**src/sv/brmq_pkg.sv**
```systemverilog
// Shared types and constants for the block ring message queue.
`default_nettype none
package brmq_pkg;

  localparam int LEN_W           = 16;
  localparam int BYTE_W          = 8;
  localparam int RLEN_W          = 14;
  localparam int USED_W          = 10;
  localparam int ACT_W           = 3;
  localparam int STATUS_W        = 3;
  localparam int CAPREG_W        = 10;
  localparam int LOG2REG_W       = 4;
  localparam int APB_ADDR_W      = 4;
  localparam int APB_DATA_W      = 32;
  localparam int MAX_BLOCK_BYTES = 16384;
  localparam int LOG2_MIN_I      = 5;

  localparam logic [LOG2REG_W-1:0] LOG2_MIN   = 4'd5;
  localparam logic [LOG2REG_W-1:0] LOG2_MAX   = 4'd14;
  localparam logic [CAPREG_W-1:0]  CAP_RESET  = 10'd512;
  localparam logic [LOG2REG_W-1:0] LOG2_RESET = 4'd5;

  localparam logic [1:0] REG_CAPACITY   = 2'd0;
  localparam logic [1:0] REG_BLOCK_LOG2 = 2'd1;
  localparam logic [1:0] REG_OVERFLOW   = 2'd2;

  typedef enum logic [ACT_W-1:0] {
    ACT_OPEN_SEND = 3'd0,
    ACT_SEND_BYTE = 3'd1,
    ACT_OPEN_RECV = 3'd2,
    ACT_RECV_BYTE = 3'd3,
    ACT_CLEAR     = 3'd4,
    ACT_STOP      = 3'd5,
    ACT_RESUME    = 3'd6
  } action_t;

  typedef enum logic [STATUS_W-1:0] {
    STS_OK        = 3'd0,
    STS_FULL      = 3'd1,
    STS_TOO_LARGE = 3'd2,
    STS_EMPTY     = 3'd3,
    STS_ABORTED   = 3'd4,
    STS_SEQ_ERR   = 3'd5,
    STS_OVERFLOW  = 3'd6
  } status_t;

  typedef enum logic [2:0] {
    S_IDLE,
    S_DECODE,
    S_PMOD,
    S_LREAD,
    S_LDATA,
    S_QMOD,
    S_RBYTE,
    S_DONE
  } state_t;

  typedef struct packed {
    status_t                 status;
    logic [BYTE_W-1:0]       read_byte;
    logic [RLEN_W-1:0]       read_length;
    logic                    last_byte;
    logic [USED_W-1:0]       used_blocks;
  } result_t;

endpackage
`default_nettype wire

```
**src/sv/brmq_regs.sv**
```systemverilog
// APB register file and effective ring geometry.
`default_nettype none
module brmq_regs #(
  parameter int RING_BYTES = 16384,
  parameter int MAX_BLOCKS = 512,
  localparam int END_W = $clog2(RING_BYTES + 1),
  localparam int CAP_W = $clog2(MAX_BLOCKS + 1)
) (
  input  wire logic                                clk,
  input  wire logic                                rst,
  input  wire logic                                psel,
  input  wire logic                                penable,
  input  wire logic                                pwrite,
  input  wire logic [brmq_pkg::APB_ADDR_W-1:0]     paddr,
  input  wire logic [brmq_pkg::APB_DATA_W-1:0]     pwdata,
  output logic      [brmq_pkg::APB_DATA_W-1:0]     prdata,
  output logic      [CAP_W-1:0]                    cap,
  output logic      [brmq_pkg::LOG2REG_W-1:0]      lg,
  output logic      [END_W-1:0]                    ring_end,
  output logic                                     ovf_err
);

  localparam int CW = (END_W > CAP_W) ? END_W : CAP_W;

  logic [brmq_pkg::CAPREG_W-1:0]  capacity;
  logic [brmq_pkg::LOG2REG_W-1:0] block_log2;
  logic                           overflow_is_error;
  logic                           wr_en;
  logic [END_W-1:0]               lim;
  logic [CW-1:0]                  c;

  assign wr_en = psel & penable & pwrite;

  always_ff @(posedge clk) begin
    if (rst) begin
      capacity          <= brmq_pkg::CAP_RESET;
      block_log2        <= brmq_pkg::LOG2_RESET;
      overflow_is_error <= 1'b0;
    end else if (wr_en) begin
      unique case (paddr[3:2])
        brmq_pkg::REG_CAPACITY:   capacity <= pwdata[brmq_pkg::CAPREG_W-1:0];
        brmq_pkg::REG_BLOCK_LOG2: block_log2 <= pwdata[brmq_pkg::LOG2REG_W-1:0];
        brmq_pkg::REG_OVERFLOW:   overflow_is_error <= pwdata[0];
        default: ;
      endcase
    end
  end

  always_comb begin
    unique case (paddr[3:2])
      brmq_pkg::REG_CAPACITY:   prdata = brmq_pkg::APB_DATA_W'(capacity);
      brmq_pkg::REG_BLOCK_LOG2: prdata = brmq_pkg::APB_DATA_W'(block_log2);
      brmq_pkg::REG_OVERFLOW:   prdata = brmq_pkg::APB_DATA_W'(overflow_is_error);
      default:                  prdata = '0;
    endcase
  end

  always_comb begin
    lg = block_log2;
    if (lg < brmq_pkg::LOG2_MIN) lg = brmq_pkg::LOG2_MIN;
    if (lg > brmq_pkg::LOG2_MAX) lg = brmq_pkg::LOG2_MAX;
    lim = END_W'(RING_BYTES) >> lg;
    c = CW'(capacity);
    if (c > CW'(MAX_BLOCKS)) c = CW'(MAX_BLOCKS);
    if (c > CW'(lim)) c = CW'(lim);
    if (c == '0) c = CW'(1);
    cap = CAP_W'(c);
    ring_end = END_W'(cap) << lg;
  end

  assign ovf_err = overflow_is_error;

endmodule
`default_nettype wire

```
**config.mk**
```make
export PLATFORM = sky130hd
export DESIGN_NAME = brmq_regs
export DESIGN_NICKNAME = d
export VERILOG_FILES = /design/src/sv/brmq_pkg.sv /design/src/sv/brmq_regs.sv
export SDC_FILE = /design/constraint.sdc
export NUM_CORES = 1
export LEC_CHECK = 0
export BUFFER_PORTS_ARGS = -buffer_cell sky130_fd_sc_hd__buf_2
export CELL_PAD_IN_SITES_DETAIL_PLACEMENT = 1
export CELL_PAD_IN_SITES_GLOBAL_PLACEMENT = 1
export CORE_MARGIN = 3
export CORE_UTILIZATION = 31
export DETAILED_ROUTE_END_ITERATION = 8
export PLACE_DENSITY = 0.85
export REMOVE_ABC_BUFFERS = 1
export SYNTH_ARGS = -nofsm -noshare
export SYNTH_HDL_FRONTEND = slang
export SYNTH_SLANG_ARGS = --single-unit
```
**constraint.sdc**
```tcl
create_clock -name clk -period 4.6 [get_ports clk]
set_clock_uncertainty 0.2 [all_clocks]
set_input_delay 0.69 -clock clk [delete_from_list [all_inputs] [get_ports clk]]
set_output_delay 0.69 -clock clk [all_outputs]
set_load 0.05 [all_outputs]
```
==> flow_metrics.env, run 1 <==
export IMPL_status="completed"
export IMPL_design_area_sq_um=2490
export IMPL_placed_cells=432
export IMPL_cp_data_required_time_ns=3.71
export IMPL_worstMarginPinSlew_ns=1.07
export IMPL_clock_fmax_mhz=223
export IMPL_cp_end_kind="primary output"
export IMPL_yosys_warnings=0
export IMPL_die_h_microns=88.1
export IMPL_diodes=0
export IMPL_synth_flop_cell="dfxtp_1"
export IMPL_synth_edff_count=0
export IMPL_slew_headroom=0.280
export IMPL_place_congestion=0.927
export IMPL_fin_crit_ns=4.49
export IMPL_final_instance_count_excl_fill=439
export IMPL_dieWidth_microns=88.1
export IMPL_netlist_instances=311
export IMPL_rr_worst_depth=3
export IMPL_drtIter0Drc=125
export IMPL_cts_buffers=3
export IMPL_cts_root_buffer="clkbuf_8"
export IMPL_powerDensity_nw_per_um2=149
export IMPL_grt_pass1_wl_microns=11900
export IMPL_holdPathEnd="capacity[0]"
export IMPL_max_vdd_ir_drop_mv=0.190
export IMPL_clk_pin_slew_ns=0.06
export IMPL_drv_cap=0
export IMPL_overflow=0
export IMPL_nets=414
export IMPL_cts_tree="built"
export IMPL_grt_max_degree=18
export IMPL_drive_gt1_frac=0.249
export IMPL_via_per_inst=5.65
export IMPL_cts_buffer_depth=2
export IMPL_seq_area_frac_synth=0.144
export IMPL_r2r_end="block_log2[0]"
export IMPL_antenna_found_initial=0
export IMPL_period_share=0.976
export IMPL_ys_ff_latch=15
export IMPL_drc=0
export IMPL_cp_max_fo=6
export IMPL_postRouteAntennaNets=0
export IMPL_hpwl_microns=5820
export IMPL_vias=2481
export IMPL_place_area_sq_um=2350
export IMPL_floorplan_initialDensity=0.324
export IMPL_clk_latency_ns=0.25
export IMPL_finalSetupViolations=0
export IMPL_dieArea_sq_um=7760
export IMPL_ctsHoldBuffers=0
export IMPL_r2r_start="block_log2[0]"
export IMPL_ys_async_sr_fraction=0
export IMPL_rows=29
export IMPL_hold_depth=2
export IMPL_arrival_ns=3.60
export IMPL_avgRoutedWirePerCell_microns=16.9
export IMPL_hp_start="capacity[0]"
export IMPL_critPathKind="register to primary output"
export IMPL_cts_htree_levels=1
export IMPL_syn_to_final_growth_pct=19.4
export IMPL_grt_pass1_vias=2426
export IMPL_synth_area_sq_um=2090
export IMPL_hp_class="register to register"
export IMPL_track_usage=0.190
export IMPL_utilization=0.386
export IMPL_finalHoldViolations=0
export IMPL_firstDrtPassIters=4
export IMPL_avgSynthCellArea_sq_um=6.72
export IMPL_finalMaxSlewViolations=0
export IMPL_core_sq_um=6460
export IMPL_leakage_nw=1.16
export IMPL_ios=103
export IMPL_reg2reg_slack_ns=3.20
export IMPL_clkSinkCount=15
export IMPL_synth_distinct_cells=56
export IMPL_io_buffer_count=51
export IMPL_start_kind="register"
export IMPL_wirelength_microns=7400
[Yosys cell counts, drive strengths merged (3+ instances only)]
cell type	n	area (sq um)
nor3	7	35.0
nor4	6	43.8
nor2b	6	45.0
nand4	3	18.8
o211ai	5	37.5
nor2	28	105
or3	7	43.8
dfxtp	15	300
nand2b	6	37.5
nand3b	3	22.5
and2	7	43.8
ha	10	125
o22ai	7	43.8
mux2i	7	70.1
clkbuf	15	56.3
a31oi	3	18.8
a32oi	3	26.3
nand2	33	124
a21o	5	37.5
o21ai	19	95.1
o221ai	3	26.3
nand3	10	50.1
buf	29	213
and3	4	25.0
a21oi	25	129
inv	17	63.8
[placed cells by master, fill, tap and decap left out, types with 6 or more instances in the layout]
master / count
dfxtp_1: 13
o21ai_0: 15
nand2_1: 33
inv_1: 15
buf_2: 49
buf_4: 15
mux2i_1: 7
a21oi_1: 22
conb_1: 27
ha_1: 10
nor2_1: 28
or3_1: 6
o22ai_1: 7
nand3_1: 10
nand2b_1: 6
and2_1: 6
[metrics by stage]
step	hold slack (ns)	setup TNS (ns)	worst slack [ns]	power (W)
6_report	0.297	0	0.110	0.000373
5_1_grt	0.321	-0.0380	-0.0380	0.000388
4_1_cts	0.302	0	0.00986	0.000372
3_5_place_dp	0.291	0	0.116	0.000264
3_3_place_gp	0.277	0	0.189	0.000262
2_1_floorplan	0.247	-6.92	-1.12	0.000233
[logic make-up after synthesis]
family,Yosys count,share of synthesized area
compound gates,89,0.279
fa+ha+maj,10,0.0599
buf+inv,61,0.159
simple gates,126,0.307
other cells,1,0.00179
mux,9,0.0497
flops,15,0.144
[report_power, final]
group / switching, W / total (W) / internal [W]
Combinational: 0.000106 / 0.000132 / 0.0000261
Sequential: 0.00000312 / 0.000135 / 0.000132
Clock: 0.0000448 / 0.000106 / 0.0000615
[timing repair]
action                     in CTS  in global routing
buffers inserted                0                  3
pin swaps                       1                  2
setup endpoints to repair       5                  8
resized for setup               8                 10
[flip-flops by register name (all words and copies together), names as in the netlist]
register / count
block_log2: 4
capacity: 10
ovf_err: 1
[worst max-delay path, cell delays in order (launching register included)]
cell and delay, ns:
dfxtp_2 0.36, nor2b_4 0.20, inv_2 0.08, or3_4 0.37
ha_1 0.33, nand4_1 0.23, a21oi_4 0.29, or2_4 0.22
nand3_1 0.08, and3_1 0.22, mux4_2 0.50, a211oi_2 0.26
buf_6 0.20
[per-layer routing]
metal  vias to the layer above  global-route usage  routed length, microns  share of wire
met4                         0              0.0673                     136          0.018
met2                       102               0.304                    3450           0.47
met5                         -                   0                       0              0
met3                        14              0.0198                     442          0.060
met1                      1190               0.263                    3380           0.46
li1                       1175                   -                       -              -
[how the worst max path moves through the flow]
stage | from | end | slack (ns) | cells after the start
detailed placement | block_log2[2] | ring_end[14] | 0.12 | 13
CTS | block_log2[2] | ring_end[14] | 0.01 | 12
global placement | block_log2[2] | ring_end[14] | 0.19 | 12
finish | block_log2[2] | ring_end[14] | 0.11 | 12
floorplan | block_log2[3] | ring_end[10] | -1.12 | 11
global route | block_log2[2] | ring_end[14] | -0.04 | 13
[final cells by class]
cell class                 instances  area [sq um]
clock buffer                       4          45.0
fill                             860          3960
inverter                          17          63.8
multi-input combinational        261          1620
sequential                        15           303
tap                               77          96.3
timing repair buffer              65           369
No activity file was read; power rests on OpenSTA's default activity.
==> inputs of run 2 (changes only) <==
--- a/config.mk
+++ b/config.mk
@@ -6,7 +6,7 @@
 export NUM_CORES = 1
 export LEC_CHECK = 0
 export BUFFER_PORTS_ARGS = -buffer_cell sky130_fd_sc_hd__buf_2
-export CELL_PAD_IN_SITES_DETAIL_PLACEMENT = 1
+export CELL_PAD_IN_SITES_DETAIL_PLACEMENT = 0
 export CELL_PAD_IN_SITES_GLOBAL_PLACEMENT = 1
 export CORE_MARGIN = 3
 export CORE_UTILIZATION = 31
==> flow_metrics.env, run 2 (synthesis results as in run 1) <==
export IMPL_nets=413
export IMPL_diodes=0
export IMPL_via_per_inst=5.45
export IMPL_clk_latency_ns=0.24
export IMPL_track_usage=0.166
export IMPL_fin_crit_ns=4.40
export IMPL_start_kind="register"
export IMPL_period_share=0.957
export IMPL_ctsHoldBuffers=0
export IMPL_dieWidth_microns=88.1
export IMPL_grt_max_degree=18
export IMPL_hpwl_microns=5100
export IMPL_wirelength_microns=6460
export IMPL_postRouteAntennaNets=0
export IMPL_cts_tree="built"
export IMPL_ios=103
export IMPL_cts_htree_levels=1
export IMPL_layout_commonest_cell="buf_2"
export IMPL_place_congestion=0.927
export IMPL_overflow=0
export IMPL_utilization=0.388
export IMPL_antenna_found_initial=0
export IMPL_drv_cap=0
export IMPL_floorplan_initialDensity=0.324
export IMPL_finalMaxSlewViolations=0
export IMPL_arrival_ns=3.51
export IMPL_place_area_sq_um=2350
export IMPL_die_h_microns=88.1
export IMPL_clk_pin_slew_ns=0.06
export IMPL_dieArea_sq_um=7760
export IMPL_powerDensity_nw_per_um2=146
export IMPL_slew_headroom=0.285
export IMPL_finalSetupViolations=0
export IMPL_io_buffer_count=51
export IMPL_hp_class="register to register"
export IMPL_worstMarginPinSlew_ns=1.07
export IMPL_clkSinkCount=15
export IMPL_design_area_sq_um=2500
export IMPL_final_instance_count_excl_fill=438
export IMPL_cts_buffers=3
export IMPL_placed_cells=432
export IMPL_fin_tns_setup_ns=0
export IMPL_cp_end_kind="primary output"
export IMPL_leakage_nw=1.16
export IMPL_grt_pass1_wl_microns=10600
export IMPL_cp_data_required_time_ns=3.71
export IMPL_power_w=0.000366
export IMPL_max_vdd_ir_drop_mv=0.155
export IMPL_clock_fmax_mhz=227
export IMPL_cp_max_fo=11
export IMPL_firstDrtPassIters=5
export IMPL_status="completed"
export IMPL_grt_pass1_vias=2161
export IMPL_critPathKind="register to primary output"
export IMPL_final_cell_mix="buf_2 (48), nand2_1 (33), nor2_1 (28)"
export IMPL_nFillCells=699
export IMPL_rows=29
export IMPL_cts_root_buffer="clkbuf_8"
export IMPL_syn_to_final_growth_pct=19.8
export IMPL_regMostFlops="capacity"
export IMPL_drtIter0Drc=149
export IMPL_drc=0
export IMPL_rsz0062_at_grt="no"
export IMPL_cts_buffer_depth=2
export IMPL_vias=2388
export IMPL_avgRoutedWirePerCell_microns=14.7
export IMPL_core_sq_um=6460
export IMPL_finalHoldViolations=0
export IMPL_drive_gt1_frac=0.247
export IMPL_largest_register_ffs=10
## run 2: cell types whose count changed in the layout (fill, tap and decap cells not counted)
cell,before,now
o21ai_2,3,2
a21oi_1,22,21
clkbuf_4,0,2
o21ai_1,1,2
ha_4,0,1
ha_1,10,9
nor4bb_2,1,0
a211oi_2,1,0
a211oi_4,0,1
nor4bb_1,0,1
buf_2,49,48
a21oi_2,2,3
buf_4,15,13
## run 2: final timing paths
path                       from       endpoint  slack (ns)  depth (start not counted)
setup / recovery  block_log2[0]   ring_end[14]        0.20                         10
setup reg to reg  block_log2[0]  block_log2[0]        3.24                          3
hold / removal      capacity[0]    capacity[0]        0.29                          2
hold reg to reg     capacity[0]    capacity[0]        0.29                          2
## run 2: cell type report
cell class	instances	area (sq um)	area share
sequential	15	303	0.121
inverter	17	63.8	0.0255
tap	77	96.3	0.0385
clock buffer	4	45.0	0.0180
multi-input combinational	261	1630	0.652
timing repair buffer	64	364	0.145
## run 2: metal layers
layer	GRT usage	share of wire
met5	0	0
met4	0.0302	0.0080
met3	0.0226	0.088
met2	0.260	0.43
met1	0.244	0.47
## run 2: per-stage QoR
| step | setup WS (ns) | hold WS (ns) |
|---|---|---|
| after CTS | 0.0480 | 0.293 |
| after floorplan | -1.12 | 0.247 |
| after global routing | 0.0598 | 0.328 |
| final | 0.198 | 0.286 |
| after global placement | 0.189 | 0.277 |
| after detailed placement | 0.205 | 0.285 |
## run 2: power by group
part           switching [W]  internal (W)
registers         0.00000305      0.000132
logic               0.000103     0.0000261
clock network      0.0000404     0.0000611
total               0.000147      0.000219
## run 2: critical path, cell delays in order (launching register included)
cell and delay [ns]:
dfxtp_1 0.42, or3_1 0.44, ha_1 0.35, a21o_1 0.21, a21oi_2 0.25, nor4bb_1 0.33, a221o_1 0.20, a31oi_1 0.08
mux4_2 0.55, a211oi_4 0.25, buf_6 0.19
## run 2: repair_timing
action / in CTS / in global routing
resized for setup: 4 / 16
buffers inserted: 0 / 2
pin swaps: 0 / 3
endpoints found under the setup margin: 1 / 8
==> inputs of run 3 (changes only) <==
--- a/config.mk
+++ b/config.mk
@@ -8,10 +8,10 @@
 export BUFFER_PORTS_ARGS = -buffer_cell sky130_fd_sc_hd__buf_2
 export CELL_PAD_IN_SITES_DETAIL_PLACEMENT = 0
 export CELL_PAD_IN_SITES_GLOBAL_PLACEMENT = 1
-export CORE_MARGIN = 3
 export CORE_UTILIZATION = 31
 export DETAILED_ROUTE_END_ITERATION = 8
 export PLACE_DENSITY = 0.85
+export RECOVER_POWER = 25
 export REMOVE_ABC_BUFFERS = 1
 export SYNTH_ARGS = -nofsm -noshare
 export SYNTH_HDL_FRONTEND = slang
==> flow_metrics.env, run 3 (synthesis results as in run 1) <==
export IMPL_status="finished, violations left"
export IMPL_failed_checks="DRC"
export IMPL_dieWidth_microns=84.1
export IMPL_ctsHoldBuffers=0
export IMPL_r2r_start="block_log2[0]"
export IMPL_grt_pass1_wl_microns=10100
export IMPL_final_instance_count_excl_fill=437
export IMPL_slew_headroom=0.311
export IMPL_vias=2430
export IMPL_cp_end_kind="primary output"
export IMPL_leakage_nw=1.15
export IMPL_layout_commonest_cell="buf_2"
export IMPL_wirelength_microns=6400
export IMPL_antenna_found_initial=0
export IMPL_regMostFlops="capacity"
export IMPL_syn_to_final_growth_pct=19.0
export IMPL_placed_cells=432
export IMPL_cts_buffer_depth=2
export IMPL_worstMarginPinSlew_ns=1.03
export IMPL_largest_register_ffs=10
export IMPL_clk_pin_slew_ns=0.06
export IMPL_diodes=0
export IMPL_cts_tree="built"
export IMPL_worstSetupStartpoint="block_log2[2]"
export IMPL_period_share=0.993
export IMPL_core_sq_um=6420
export IMPL_track_usage=0.170
export IMPL_drtIter0Drc=182
export IMPL_hpwl_microns=4870
export IMPL_firstDrtPassIters=7
export IMPL_rows=29
export IMPL_max_vdd_ir_drop_mv=0.175
export IMPL_cts_root_buffer="clkbuf_8"
export IMPL_hp_class="register to register"
export IMPL_fin_crit_ns=4.57
export IMPL_ios=103
export IMPL_final_cell_mix="buf_2 (46), nand2_1 (33), nor2_1 (28)"
export IMPL_cts_buffers=3
export IMPL_via_per_inst=5.56
export IMPL_clk_latency_ns=0.25
export IMPL_place_congestion=0.888
export IMPL_io_buffer_count=51
export IMPL_clock_fmax_mhz=219
export IMPL_start_kind="register"
export IMPL_critPathKind="register to primary output"
export IMPL_grt_pass1_vias=2045
export IMPL_die_h_microns=84.1
export IMPL_cp_data_required_time_ns=3.71
export IMPL_drc=10
export IMPL_finalMaxSlewViolations=0
export IMPL_dieArea_sq_um=7070
export IMPL_finalHoldViolations=0
export IMPL_fin_tns_setup_ns=0
export IMPL_drv_cap=0
export IMPL_hp_start="capacity[1]"
export IMPL_cp_max_fo=7
export IMPL_overflow=0
export IMPL_avgRoutedWirePerCell_microns=14.6
export IMPL_arrival_ns=3.68
export IMPL_drive_gt1_frac=0.242
export IMPL_nets=412
export IMPL_powerDensity_nw_per_um2=149
export IMPL_postRouteAntennaNets=0
export IMPL_clkSinkCount=15
export IMPL_nFillCells=688
export IMPL_grt_max_degree=17
export IMPL_cts_htree_levels=1
export IMPL_finalSetupViolations=0
export IMPL_rsz0062_at_grt="yes"
export IMPL_floorplan_initialDensity=0.325
==> run 3: changes by cell type in the layout (fill, tap and decap cells not counted) <==
cell,before,now
ha_4,1,0
a211oi_2,0,1
buf_2,48,46
nor4bb_2,0,1
nor4bb_1,1,0
o22ai_2,0,2
or3_4,1,0
ha_1,9,10
a211oi_4,1,0
o22ai_1,7,5
clkbuf_4,2,1
or3_1,6,7
clkbuf_1,1,3
==> run 3: layout make-up <==
type                       instances  area, sq um  share of cell area
timing repair buffer              63          354               0.142
multi-input combinational        261         1630               0.653
sequential                        15          303               0.122
inverter                          17         63.8              0.0257
tap                               77         96.3              0.0387
clock buffer                       4         45.0              0.0181
==> run 3: where the power goes <==
group          internal, W  total (W)  leakage, nW  switching [W]
Combinational    0.0000259   0.000130         1.00       0.000104
Clock            0.0000614   0.000105       0.0228      0.0000438
Sequential        0.000132   0.000135        0.121     0.00000321
==> run 3: per-layer routing <==
metal | GRT usage | up-vias | share of wire | wire length (microns)
li1 | - | 1166 | - | -
met1 | 0.245 | 1111 | 0.45 | 2880
met2 | 0.267 | 148 | 0.45 | 2880
met3 | 0.0227 | 5 | 0.094 | 600
met4 | 0.0423 | 0 | 0.0066 | 42
met5 | 0 | - | 0 | 0
==> run 3: repair_timing <==
item	CTS	global route
endpoints found under the setup margin	2	8
gates resized for setup	4	16
pin swaps	0	3
setup buffers	0	1
==> run 3: path summary, 6_finish.rpt <==
kind / to / cells after the start / slack [ns]
worst max register to register: block_log2[0] / 2 / 3.37
worst max-delay path: ring_end[14] / 12 / 0.03
worst min-delay path: capacity[1] / 2 / 0.30
worst min register to register: capacity[1] / 2 / 0.30
==> run 3: through the flow <==
step                      hold slack (ns)  utilization  area (sq um)  power [W]  setup slack (ns)
after global placement              0.277        0.366          2350   0.000262             0.171
after detailed placement            0.286        0.366          2350   0.000262             0.176
after global routing                0.329        0.387          2490   0.000388           -0.0394
after CTS                           0.293        0.375          2410   0.000367            0.0200
final                               0.296        0.387          2490   0.000370            0.0306
after floorplan                     0.247            -          1920   0.000233             -1.12
==> run 3: worst max-delay path: stages, from the launching register on <==
cell and delay, ns:
dfxtp_2 0.37, nor2b_4 0.20, inv_2 0.08, or3_1 0.40, ha_1 0.36, nand4_1 0.22
a21oi_4 0.30, or2_4 0.21, nand3_1 0.07, and3_1 0.23, mux4_2 0.49, a211oi_2 0.29
buf_6 0.20
